[config.mk]
export PLATFORM = sky130hd
export DESIGN_NAME = remote_trip_round_sequencer
export DESIGN_NICKNAME = d
export VERILOG_FILES = /design/src/rtl/core/rtrs_pkg.sv /design/src/rtl/core/rtrs_ram.sv /design/src/rtl/core/remote_trip_round_sequencer.sv
export SDC_FILE = /design/constraint.sdc
export NUM_CORES = 1
export LEC_CHECK = 0
export BUFFER_PORTS_ARGS = -buffer_cell sky130_fd_sc_hd__buf_2
export CAP_MARGIN = 40
export CELL_PAD_IN_SITES_DETAIL_PLACEMENT = 1
export CELL_PAD_IN_SITES_GLOBAL_PLACEMENT = 2
export CORE_ASPECT_RATIO = 0.9
export CORE_UTILIZATION = 51
export CTS_CLUSTER_DIAMETER = 50
export DETAILED_ROUTE_END_ITERATION = 12
export GPL_ROUTABILITY_DRIVEN = 0
export PLACE_DENSITY = 0.86
export SETUP_SLACK_MARGIN = 0.05
export SKIP_CTS_REPAIR_TIMING = 1
export SLEW_MARGIN = 25
export SYNTH_ARGS = -nofsm -noshare
export SYNTH_HDL_FRONTEND = slang
export SYNTH_HIERARCHICAL = 1
export SYNTH_SLANG_ARGS = --single-unit
export TNS_END_PERCENT = 20
[constraint.sdc]
create_clock -name clk_i -period 10.5 [get_ports clk_i]
set_input_delay 0.525 -clock clk_i [delete_from_list [all_inputs] [get_ports clk_i]]
set_output_delay 0.525 -clock clk_i [all_outputs]
set_load 0.01 [all_outputs]
[src/rtl/core/rtrs_pkg.sv]
// Shared types and constants of the remote-trip round sequencer.
package rtrs_pkg;

  localparam int unsigned ROUNDS = 8;
  localparam int unsigned ADDR_W = (ROUNDS > 1) ? $clog2(ROUNDS) : 1;

  localparam int unsigned CMD_W   = 3;
  localparam int unsigned ROUND_W = 3;
  localparam int unsigned CODE_W  = 4;
  localparam int unsigned POWER_W = 16;
  localparam int unsigned LTMR_W  = 9;
  localparam int unsigned STMR_W  = 10;
  localparam int unsigned STATE_W = 3;

  localparam int unsigned IN_DATA_W  = 32;
  localparam int unsigned OUT_DATA_W = 40;

  // minutes per half-hour code, seconds per alarm minute, post-trip wait
  localparam logic [LTMR_W-1:0] LimitMinPerCode = LTMR_W'(30);
  localparam logic [STMR_W-1:0] AlarmSecPerCode = STMR_W'(60);
  localparam logic [STMR_W-1:0] TripWaitSec     = STMR_W'(120);

  typedef enum logic [CMD_W-1:0] {
    CMD_TRIP    = 3'd0,
    CMD_RELEASE = 3'd1,
    CMD_SCAN    = 3'd2,
    CMD_SEC     = 3'd3,
    CMD_MIN     = 3'd4
  } cmd_e;

  typedef enum logic [1:0] {
    MARK_NONE   = 2'd0,
    MARK_NEW    = 2'd1,
    MARK_ACTIVE = 2'd2
  } mark_e;

  typedef enum logic [STATE_W-1:0] {
    ST_IDLE    = 3'd0,
    ST_ARMED   = 3'd1,
    ST_ALARM   = 3'd2,
    ST_PREPARE = 3'd3,
    ST_WAIT    = 3'd4,
    ST_DONE    = 3'd5
  } round_st_e;

  typedef enum logic [1:0] {
    FSM_IDLE,
    FSM_RMW,
    FSM_SW_RD,
    FSM_SW_WR
  } fsm_e;

  // one RAM entry per round
  typedef struct packed {
    logic [1:0]         mark;
    logic [CODE_W-1:0]  limit_code;
    logic [CODE_W-1:0]  alarm_code;
    logic [LTMR_W-1:0]  limit_tmr;
    logic [STMR_W-1:0]  sec_tmr;
    logic [STATE_W-1:0] state;
    logic [POWER_W-1:0] trip_power;
  } entry_t;

  localparam int unsigned ENTRY_W = $bits(entry_t);

  typedef struct packed {
    logic [CMD_W-1:0]   cmd;
    logic [ROUND_W-1:0] round;
    logic [CODE_W-1:0]  limit;
    logic [CODE_W-1:0]  alarm;
    logic [POWER_W-1:0] power;
  } req_t;

endpackage

[src/rtl/core/rtrs_ram.sv]
// Generic single-write, single-read RAM with registered read data.
module rtrs_ram #(
  parameter int unsigned Width = 8,
  parameter int unsigned Depth = 8,
  localparam int unsigned AddrW = (Depth > 1) ? $clog2(Depth) : 1
) (
  input  logic             clk_i,
  input  logic             we_i,
  input  logic [AddrW-1:0] waddr_i,
  input  logic [Width-1:0] wdata_i,
  input  logic             re_i,
  input  logic [AddrW-1:0] raddr_i,
  output logic [Width-1:0] rdata_o
);

  logic [Width-1:0] mem_q [Depth];
  logic [Width-1:0] rdata_q;

  always_ff @(posedge clk_i) begin
    if (we_i) begin
      mem_q[waddr_i] <= wdata_i;
    end
    if (re_i) begin
      rdata_q <= mem_q[raddr_i];
    end
  end

  assign rdata_o = rdata_q;

endmodule

[src/rtl/core/remote_trip_round_sequencer.sv]
// Top level of the remote-trip round sequencer.
//
// Per-round sequencer for load-control rounds. Every request carries a
// command in s_axis_tuser: trip (stores the limit and alarm codes and marks
// a new command), release (drops the command), scan (runs one step of the
// round: idle, armed, alarm delay, trip prepare, tripped wait, done),
// second tick and minute tick (count every round's second timer or limit
// timer down to zero). Each request gives exactly one result on m_axis with
// the round's state and captured trip power after the request. The state of
// all rounds lives in one RAM with one entry per round; a per-entry valid
// bit, cleared by reset, makes an unwritten entry read as all zero, so no
// clearing pass follows reset. A trip, release or scan command is accepted
// with its RAM read, then modified, written back and answered; a tick or
// unknown command is answered without write-back, and a tick then sweeps
// the timers through the single RAM port pair, reading and writing back
// one entry after another. Only one request is in flight; s_axis_tready is
// high while no request is at work. The result sits in an output register,
// so a stalled m_axis holds only the next request's write-back. protect_mode
// may be written only while the block is idle; nonzero forces every scanned
// round to idle without touching its command.
module remote_trip_round_sequencer (
  input  logic        clk_i,
  input  logic        rst_ni,
  input  logic        cfg_we_i,
  input  logic [1:0]  cfg_wdata_i,     // protect_mode
  input  logic        s_axis_tvalid,
  output logic        s_axis_tready,
  input  logic [31:0] s_axis_tdata,    // round[2:0], limit_half_hours[6:3],
                                       // alarm_minutes[10:7], total_power[26:11]
  input  logic [2:0]  s_axis_tuser,    // cmd[2:0]
  output logic        m_axis_tvalid,
  input  logic        m_axis_tready,
  output logic [39:0] m_axis_tdata     // out_round[2:0], round_state[5:3],
                                       // trip_counted[6], record_event[7],
                                       // power_at_trip[23:8], power_after[39:24]
);

  localparam int unsigned AW = rtrs_pkg::ADDR_W;
  localparam int unsigned LTMR = rtrs_pkg::LTMR_W;
  localparam int unsigned STMR = rtrs_pkg::STMR_W;

  // ---------------------------------------------------------------------
  // registers
  // ---------------------------------------------------------------------
  rtrs_pkg::fsm_e   fsm_q, fsm_d;
  rtrs_pkg::req_t   req_q, req_d;
  logic [1:0]       protect_q;
  logic [AW-1:0]    idx_q, idx_d;
  logic [rtrs_pkg::ROUNDS-1:0] vld_q;
  logic             rd_vld_q;
  logic             out_vld_q, out_vld_d;
  logic [rtrs_pkg::OUT_DATA_W-1:0] out_data_q, out_data_d;

  // control
  logic             s_acc;
  logic             out_free;
  logic             ram_re, ram_we;
  logic [AW-1:0]    ram_raddr, ram_waddr;
  logic [rtrs_pkg::ENTRY_W-1:0] ram_rdata, ram_wdata;
  logic             load_out;

  // datapath
  rtrs_pkg::entry_t rd_ent, upd_ent, sw_ent;
  logic             round_ok;
  logic             counted, event_hit;
  logic             upd_we;
  logic             is_tick;

  assign s_acc    = s_axis_tvalid & s_axis_tready;
  assign out_free = ~out_vld_q | m_axis_tready;
  assign round_ok = 5'(req_q.round) < 5'(rtrs_pkg::ROUNDS);
  assign is_tick  = (req_q.cmd == rtrs_pkg::CMD_SEC) || (req_q.cmd == rtrs_pkg::CMD_MIN);

  // unwritten entries read as the reset value
  assign rd_ent = rd_vld_q ? rtrs_pkg::entry_t'(ram_rdata) : '0;

  // ---------------------------------------------------------------------
  // request step: trip / release / scan on the addressed round
  // ---------------------------------------------------------------------
  always_comb begin
    upd_ent   = rd_ent;
    counted   = 1'b0;
    event_hit = 1'b0;
    upd_we    = 1'b0;
    case (req_q.cmd)
      rtrs_pkg::CMD_TRIP: begin
        upd_ent.limit_code = req_q.limit;
        upd_ent.alarm_code = req_q.alarm;
        upd_ent.mark       = rtrs_pkg::MARK_NEW;
        upd_we             = round_ok;
      end
      rtrs_pkg::CMD_RELEASE: begin
        upd_ent.mark = rtrs_pkg::MARK_NONE;
        upd_we       = round_ok;
      end
      rtrs_pkg::CMD_SCAN: begin
        upd_we = round_ok;
        if (protect_q != 2'd0) begin
          upd_ent.state = rtrs_pkg::ST_IDLE;
        end else if (rd_ent.mark == rtrs_pkg::MARK_NEW) begin
          upd_ent.limit_tmr = LTMR'(rd_ent.limit_code) * rtrs_pkg::LimitMinPerCode;
          upd_ent.mark      = rtrs_pkg::MARK_ACTIVE;
          upd_ent.state     = rtrs_pkg::ST_ARMED;
        end else if (rd_ent.mark != rtrs_pkg::MARK_ACTIVE) begin
          upd_ent.state = rtrs_pkg::ST_IDLE;
        end else if (rd_ent.limit_code != '0 && rd_ent.limit_tmr == '0) begin
          // limit ran out: cancel the round
          upd_ent.mark  = rtrs_pkg::MARK_NONE;
          upd_ent.state = rtrs_pkg::ST_IDLE;
        end else begin
          case (rd_ent.state)
            rtrs_pkg::ST_IDLE: begin
              upd_ent.state = rtrs_pkg::ST_ARMED;
            end
            rtrs_pkg::ST_ARMED: begin
              if (rd_ent.alarm_code == '0) begin
                upd_ent.state = rtrs_pkg::ST_PREPARE;
              end else begin
                upd_ent.sec_tmr = STMR'(rd_ent.alarm_code) * rtrs_pkg::AlarmSecPerCode;
                upd_ent.state   = rtrs_pkg::ST_ALARM;
              end
            end
            rtrs_pkg::ST_ALARM: begin
              if (rd_ent.sec_tmr == '0) begin
                upd_ent.state = rtrs_pkg::ST_PREPARE;
              end
            end
            rtrs_pkg::ST_PREPARE: begin
              upd_ent.trip_power = req_q.power;
              upd_ent.sec_tmr    = rtrs_pkg::TripWaitSec;
              upd_ent.state      = rtrs_pkg::ST_WAIT;
              counted            = 1'b1;
            end
            rtrs_pkg::ST_WAIT: begin
              if (rd_ent.sec_tmr == '0) begin
                upd_ent.state = rtrs_pkg::ST_DONE;
                event_hit     = 1'b1;
              end
            end
            rtrs_pkg::ST_DONE: begin
              upd_ent.state = rtrs_pkg::ST_DONE;
            end
            default: begin
              upd_ent.state = rtrs_pkg::ST_IDLE;
            end
          endcase
        end
      end
      default: begin
        upd_we = 1'b0;
      end
    endcase
  end

  // tick sweep: count one timer of the entry down, saturating at zero
  always_comb begin
    sw_ent = rd_ent;
    if (req_q.cmd == rtrs_pkg::CMD_SEC) begin
      if (rd_ent.sec_tmr != '0) begin
        sw_ent.sec_tmr = rd_ent.sec_tmr - STMR'(1);
      end
    end else begin
      if (rd_ent.limit_tmr != '0) begin
        sw_ent.limit_tmr = rd_ent.limit_tmr - LTMR'(1);
      end
    end
  end

  // result word
  always_comb begin
    out_data_d = out_data_q;
    if (load_out) begin
      out_data_d = {
        (event_hit ? req_q.power : {rtrs_pkg::POWER_W{1'b0}}),
        (round_ok ? upd_ent.trip_power : {rtrs_pkg::POWER_W{1'b0}}),
        event_hit,
        counted,
        (round_ok ? upd_ent.state : {rtrs_pkg::STATE_W{1'b0}}),
        req_q.round
      };
    end
  end

  // ---------------------------------------------------------------------
  // sequencer: next state
  // ---------------------------------------------------------------------
  always_comb begin
    fsm_d = fsm_q;
    idx_d = idx_q;
    case (fsm_q)
      rtrs_pkg::FSM_IDLE: begin
        if (s_acc) begin
          fsm_d = rtrs_pkg::FSM_RMW;
        end
      end
      rtrs_pkg::FSM_RMW: begin
        if (out_free) begin
          if (is_tick) begin
            fsm_d = rtrs_pkg::FSM_SW_RD;
            idx_d = '0;
          end else begin
            fsm_d = rtrs_pkg::FSM_IDLE;
          end
        end
      end
      rtrs_pkg::FSM_SW_RD: begin
        fsm_d = rtrs_pkg::FSM_SW_WR;
      end
      rtrs_pkg::FSM_SW_WR: begin
        if (idx_q == AW'(rtrs_pkg::ROUNDS - 1)) begin
          fsm_d = rtrs_pkg::FSM_IDLE;
        end else begin
          fsm_d = rtrs_pkg::FSM_SW_RD;
          idx_d = idx_q + AW'(1);
        end
      end
      default: begin
        fsm_d = rtrs_pkg::FSM_IDLE;
      end
    endcase
  end

  // ---------------------------------------------------------------------
  // sequencer: outputs
  // ---------------------------------------------------------------------
  always_comb begin
    s_axis_tready = 1'b0;
    ram_re        = 1'b0;
    ram_raddr     = AW'(s_axis_tdata[rtrs_pkg::ROUND_W-1:0]);
    ram_we        = 1'b0;
    ram_waddr     = AW'(req_q.round);
    ram_wdata     = upd_ent;
    load_out      = 1'b0;
    case (fsm_q)
      rtrs_pkg::FSM_IDLE: begin
        s_axis_tready = 1'b1;
        ram_re        = s_acc;
      end
      rtrs_pkg::FSM_RMW: begin
        // write-back waits with the result for a free output register
        load_out = out_free;
        ram_we   = out_free & upd_we;
      end
      rtrs_pkg::FSM_SW_RD: begin
        ram_re    = 1'b1;
        ram_raddr = idx_q;
      end
      rtrs_pkg::FSM_SW_WR: begin
        ram_we    = 1'b1;
        ram_waddr = idx_q;
        ram_wdata = sw_ent;
      end
      default: begin
        s_axis_tready = 1'b0;
      end
    endcase
  end

  always_comb begin
    req_d = req_q;
    if (s_acc) begin
      req_d.cmd   = s_axis_tuser;
      req_d.round = s_axis_tdata[2:0];
      req_d.limit = s_axis_tdata[6:3];
      req_d.alarm = s_axis_tdata[10:7];
      req_d.power = s_axis_tdata[26:11];
    end
  end

  always_comb begin
    out_vld_d = out_vld_q;
    if (load_out) begin
      out_vld_d = 1'b1;
    end else if (m_axis_tready) begin
      out_vld_d = 1'b0;
    end
  end

  // ---------------------------------------------------------------------
  // storage
  // ---------------------------------------------------------------------
  always_ff @(posedge clk_i or negedge rst_ni) begin
    if (!rst_ni) begin
      fsm_q     <= rtrs_pkg::FSM_IDLE;
      idx_q     <= '0;
      protect_q <= '0;
      vld_q     <= '0;
      rd_vld_q  <= 1'b0;
      out_vld_q <= 1'b0;
    end else begin
      fsm_q     <= fsm_d;
      idx_q     <= idx_d;
      out_vld_q <= out_vld_d;
      if (cfg_we_i) begin
        protect_q <= cfg_wdata_i;
      end
      if (ram_we) begin
        vld_q[ram_waddr] <= 1'b1;
      end
      if (ram_re) begin
        rd_vld_q <= vld_q[ram_raddr];
      end
    end
  end

  always_ff @(posedge clk_i) begin
    req_q      <= req_d;
    out_data_q <= out_data_d;
  end

  rtrs_ram #(
    .Width (rtrs_pkg::ENTRY_W),
    .Depth (rtrs_pkg::ROUNDS)
  ) u_state_ram (
    .clk_i   (clk_i),
    .we_i    (ram_we),
    .waddr_i (ram_waddr),
    .wdata_i (ram_wdata),
    .re_i    (ram_re),
    .raddr_i (ram_raddr),
    .rdata_o (ram_rdata)
  );

  assign m_axis_tvalid = out_vld_q;
  assign m_axis_tdata  = out_data_q;

endmodule
==> summary.md <==
| Metric | Value |
|---|---|
| Status | completed |
| Final WS setup | about 5300 ps |
| DRC violations left | 0 |
| Hold Path Cell Cnt | 1 |
| I/O pin count | 84 |
| Logic pwr share | 36.5% |
| Routed Antenna Nets | 0 |
| GR Overflow Total | 0 |
| CP Launch Type | flop |
| Die area | approximately 44000 µm² |
| Sw frac | between 30 and 40% |
| Core Rows | 71 |
| Syn Area/Cell | between 15 and 20 µm² |
| Place WS | about 5300 ps |
| Max Clk Rate | around 0.19 GHz |
| Setup TNS | 0 ps |
| Area growth from synthesis to layout | 13.7% |
| Tot GR Track Use | a little under a quarter |
| Min-delay worst type | primary input to flop |
| Final net count | ~1400 |
| HPWL Detailed | ~30 mm |
| Via count | about 12000 |
| Synth Area in Simple Gates | under 10% |
| Worst path top cell family by delay | compound AO/OA/AOI/OAI gates |
| Die width | roughly 220 µm |
| Synthesized flop and latch total | 519 |
| Mux contribution to synthesized area | 14.0% |
| Mapped Area | 22000 µm² |
| Reg power frac | 41.4% |
| CP Class | flop to flop |
| R2r setup slk | about 5300 ps |
| R2R depth | 13 |
| Internal power | around 5500 µW |
| Most instantiated cells after synthesis | 502 x edfxtp_1, 107 x nand2_1, 95 x mux4_2, 40 x mux2_4, 37 x nor2_1 |
| Largest net degree at the start of global routing | 55 |
| Synth top area cells | edfxtp_1 68%, mux4_2 9.7%, mux2_4 2.7% |
| RSZ-0062 raised after global routing | false |
| 1st-pass router iterations | 5 |
| NetSw | 2820 µW |
| Most frequent CP cell | ha_1 |
| Synth unique cells | 83 |
| Worst Skew | roughly 31 ps |
| Synth Area in Compound Gates | between 4 and 5% |
| Hold endpoint | req_q[5]$_DFFE_PP_ |
| Wirelength per Cell | roughly 27 µm |
| Worst r2r src | rd_vld_q$_DFFE_PN0P_ |
| Post-layout minimum cycle time | between 5000 and 6000 ps |
| HP Start | s_axis_tdata[16] |
| Initial Util | a little over half |
| # setup viols final | 0 |
| Synth top area share | between 60% and 70% |
| H-tree depth | 2 |
| Actual slew at the worst max-slew pin | 858 ps |
| Worst VDD drop | around 0.00017 V |
| Crit-path slowest cell | dfrtp_2 |
| Clock Sinks | a little over 500 |
| Tcrit/Tclk final | 49.5% |
| Pwr/cell area | 331 nW/µm² |
| Root buf cell | clkbuf_16 |
| 1st-iter DRT viols | roughly 850 |
| Routed WL | 51.4 mm |
| Max Cap Viol | 0 |
| Slew margin rel. | between 40% and 50% |
| Crit path buf inv count | 3 |
| Core footprint | ~42000 µm² |
| Initial antenna violation count | 1 |
| Crit. End Element | flop |
| Worst reg2reg path endpoint | u_state_ram/mem_q[2][28]$_DFFE_PP_ |
| CTS tree | built |
| Post-synth top flop | edfxtp_1 |
| Vias in the first global route | between 10000 and 15000 |
| TritonCTS Buffers | 54 |
| Max incr delay on CP | 890 ps |
| Number of synthesized flops with an enable pin | roughly 500 |
| Worst-skew pair later-pin latency | slightly above 600 ps |
| Adder-cell share of the synthesized area | under 10% |
| Post-synth ARST share | under 10% |
| Share of cells above drive strength 1 | 27.5% |
| Reg clk slew, reported paths | ~60 ps |
| Post-synthesis sequential area ratio | 70.3% |
| Syn Nets | about 1300 |
| Synth warnings | 6 |
| Post-synth top area cell | edfxtp_1 |
| Ant. Diodes | 0 |
| Critical path, cell by cell | buf_4, nand2_1, ha_1, ha_1, inv_1, fa_1, inv_1, ha_1, a211oi_1, o211ai_1, o41a_1, a2111o_1, a22oi_1 |
| Required @ worst endpoint | between 10000 and 15000 ps |
| Clock Tree Buf Depth | 3 |
| Count leader, synth | edfxtp_1 |
| Clock Power Share | 22.1% |
| Cells after Synth | around 1200 |
| First-pass GRT wire length | approximately 77 mm |
| Final hold violation count | 0 |
| Final Max Tran Viols | 0 |
| Post-Synth XOR/XNOR Area | 0.358% |
| Port-buffer cells | ~80 |
| Arr. time, crit path | 5520 ps |
| Vias per cell | between 6 and 7 |
| CP max FO | 54 |
| Largest family of logic cells by synthesized area | multiplexers |
| Die extent in y | ~200 µm |
| Leak pwr | between 0.008 and 0.009 µW |
sequential cells by signal, summed over array words and instances (netlist names):
name / cells
vld_q: 8
fsm_q: 2
protect_q: 2
m_axis_tvalid: 1
rd_vld_q: 1
m_axis_tdata: 40
u_state_ram/mem_q: 384
idx_q: 3
u_state_ram/rdata_o: 48
req_q: 30
kinds of logic after synthesis:
family,Yosys count
flip-flops,519
AND/OR/NAND/NOR,261
multiplexers,162
AO/OA/AOI/OAI,155
buffers and inverters,83
adder cells (fa/ha/maj),37
XOR/XNOR,9
per-layer routing:
metal	vias to the layer above	part of all wire, %	GRT usage (%)
met5	-	0	0
li1	5133	-	-
met1	6175	45	33.5
met3	69	4.6	3.35
met4	0	2.0	6.58
met2	323	49	39.4
metrics by stage:
step | util, % | cell area (µm²) | hold slack [ps] | power, µW | cells
global placement | 54.5 | 23000 | 435 | 6220 | 1808
CTS | 59.3 | 25000 | -148 | 8350 | 1918
global route | 59.3 | 25000 | 67.8 | 8700 | 1922
detailed placement | 55.3 | 23300 | 439 | 6460 | 1822
finish | 59.3 | 25000 | 76.8 | 8300 | 1922
floorplan | - | 22000 | 229 | 5540 | 1226
layout make-up:
class                      count  area (µm²)
clock inverter                35         314
multi-input combinational    624        6190
sequential                   519       15500
timing repair buffer         115         893
tap                          547         684
clock buffer                  61        1380
fill                        3665       17200
inverter                      21        81.3
power groups by stage:
stage / sequential [µW] / combinational, µW / clock (µW)
final: 3430 / 3030 / 1840
after global routing: 3480 / 3280 / 1930
after CTS: 3440 / 3040 / 1870
after detailed placement: 3470 / 2990 / 0
after global placement: 3440 / 2780 / 0
after floorplan: 3370 / 2170 / 0
how the worst max path moves through the flow:
stage                                    start                            endpoint  slack (ps)  depth (start not counted)
after floorplan           fsm_q[1]$_DFFE_PN0P_   u_state_ram/mem_q[4][0]$_DFFE_PP_        5210                          5
after global placement    rd_vld_q$_DFFE_PN0P_  u_state_ram/mem_q[0][37]$_DFFE_PP_        5580                         11
after detailed placement  rd_vld_q$_DFFE_PN0P_  u_state_ram/mem_q[3][37]$_DFFE_PP_        5330                         11
after CTS                 rd_vld_q$_DFFE_PN0P_  u_state_ram/mem_q[6][37]$_DFFE_PP_        5290                         11
after global routing      rd_vld_q$_DFFE_PN0P_  u_state_ram/mem_q[5][37]$_DFFE_PP_        4940                         11
final                     rd_vld_q$_DFFE_PN0P_  u_state_ram/mem_q[2][28]$_DFFE_PP_        5300                         13
layout by cell type, fill, tap and decap left out, types with 14 or more instances in the layout:
cell type  instances
edfxtp_1         502
nand2_1          107
mux4_2            95
buf_2             78
clkbuf_16         54
mux2_4            40
o21ai_0           33
nor2_1            31
ha_1              30
o21ai_1           24
and2_1            23
buf_4             20
inv_1             18
a21oi_1           16
dfrtp_1           16
nand3_1           14
Note: power is estimated with default switching activity, not from simulation.
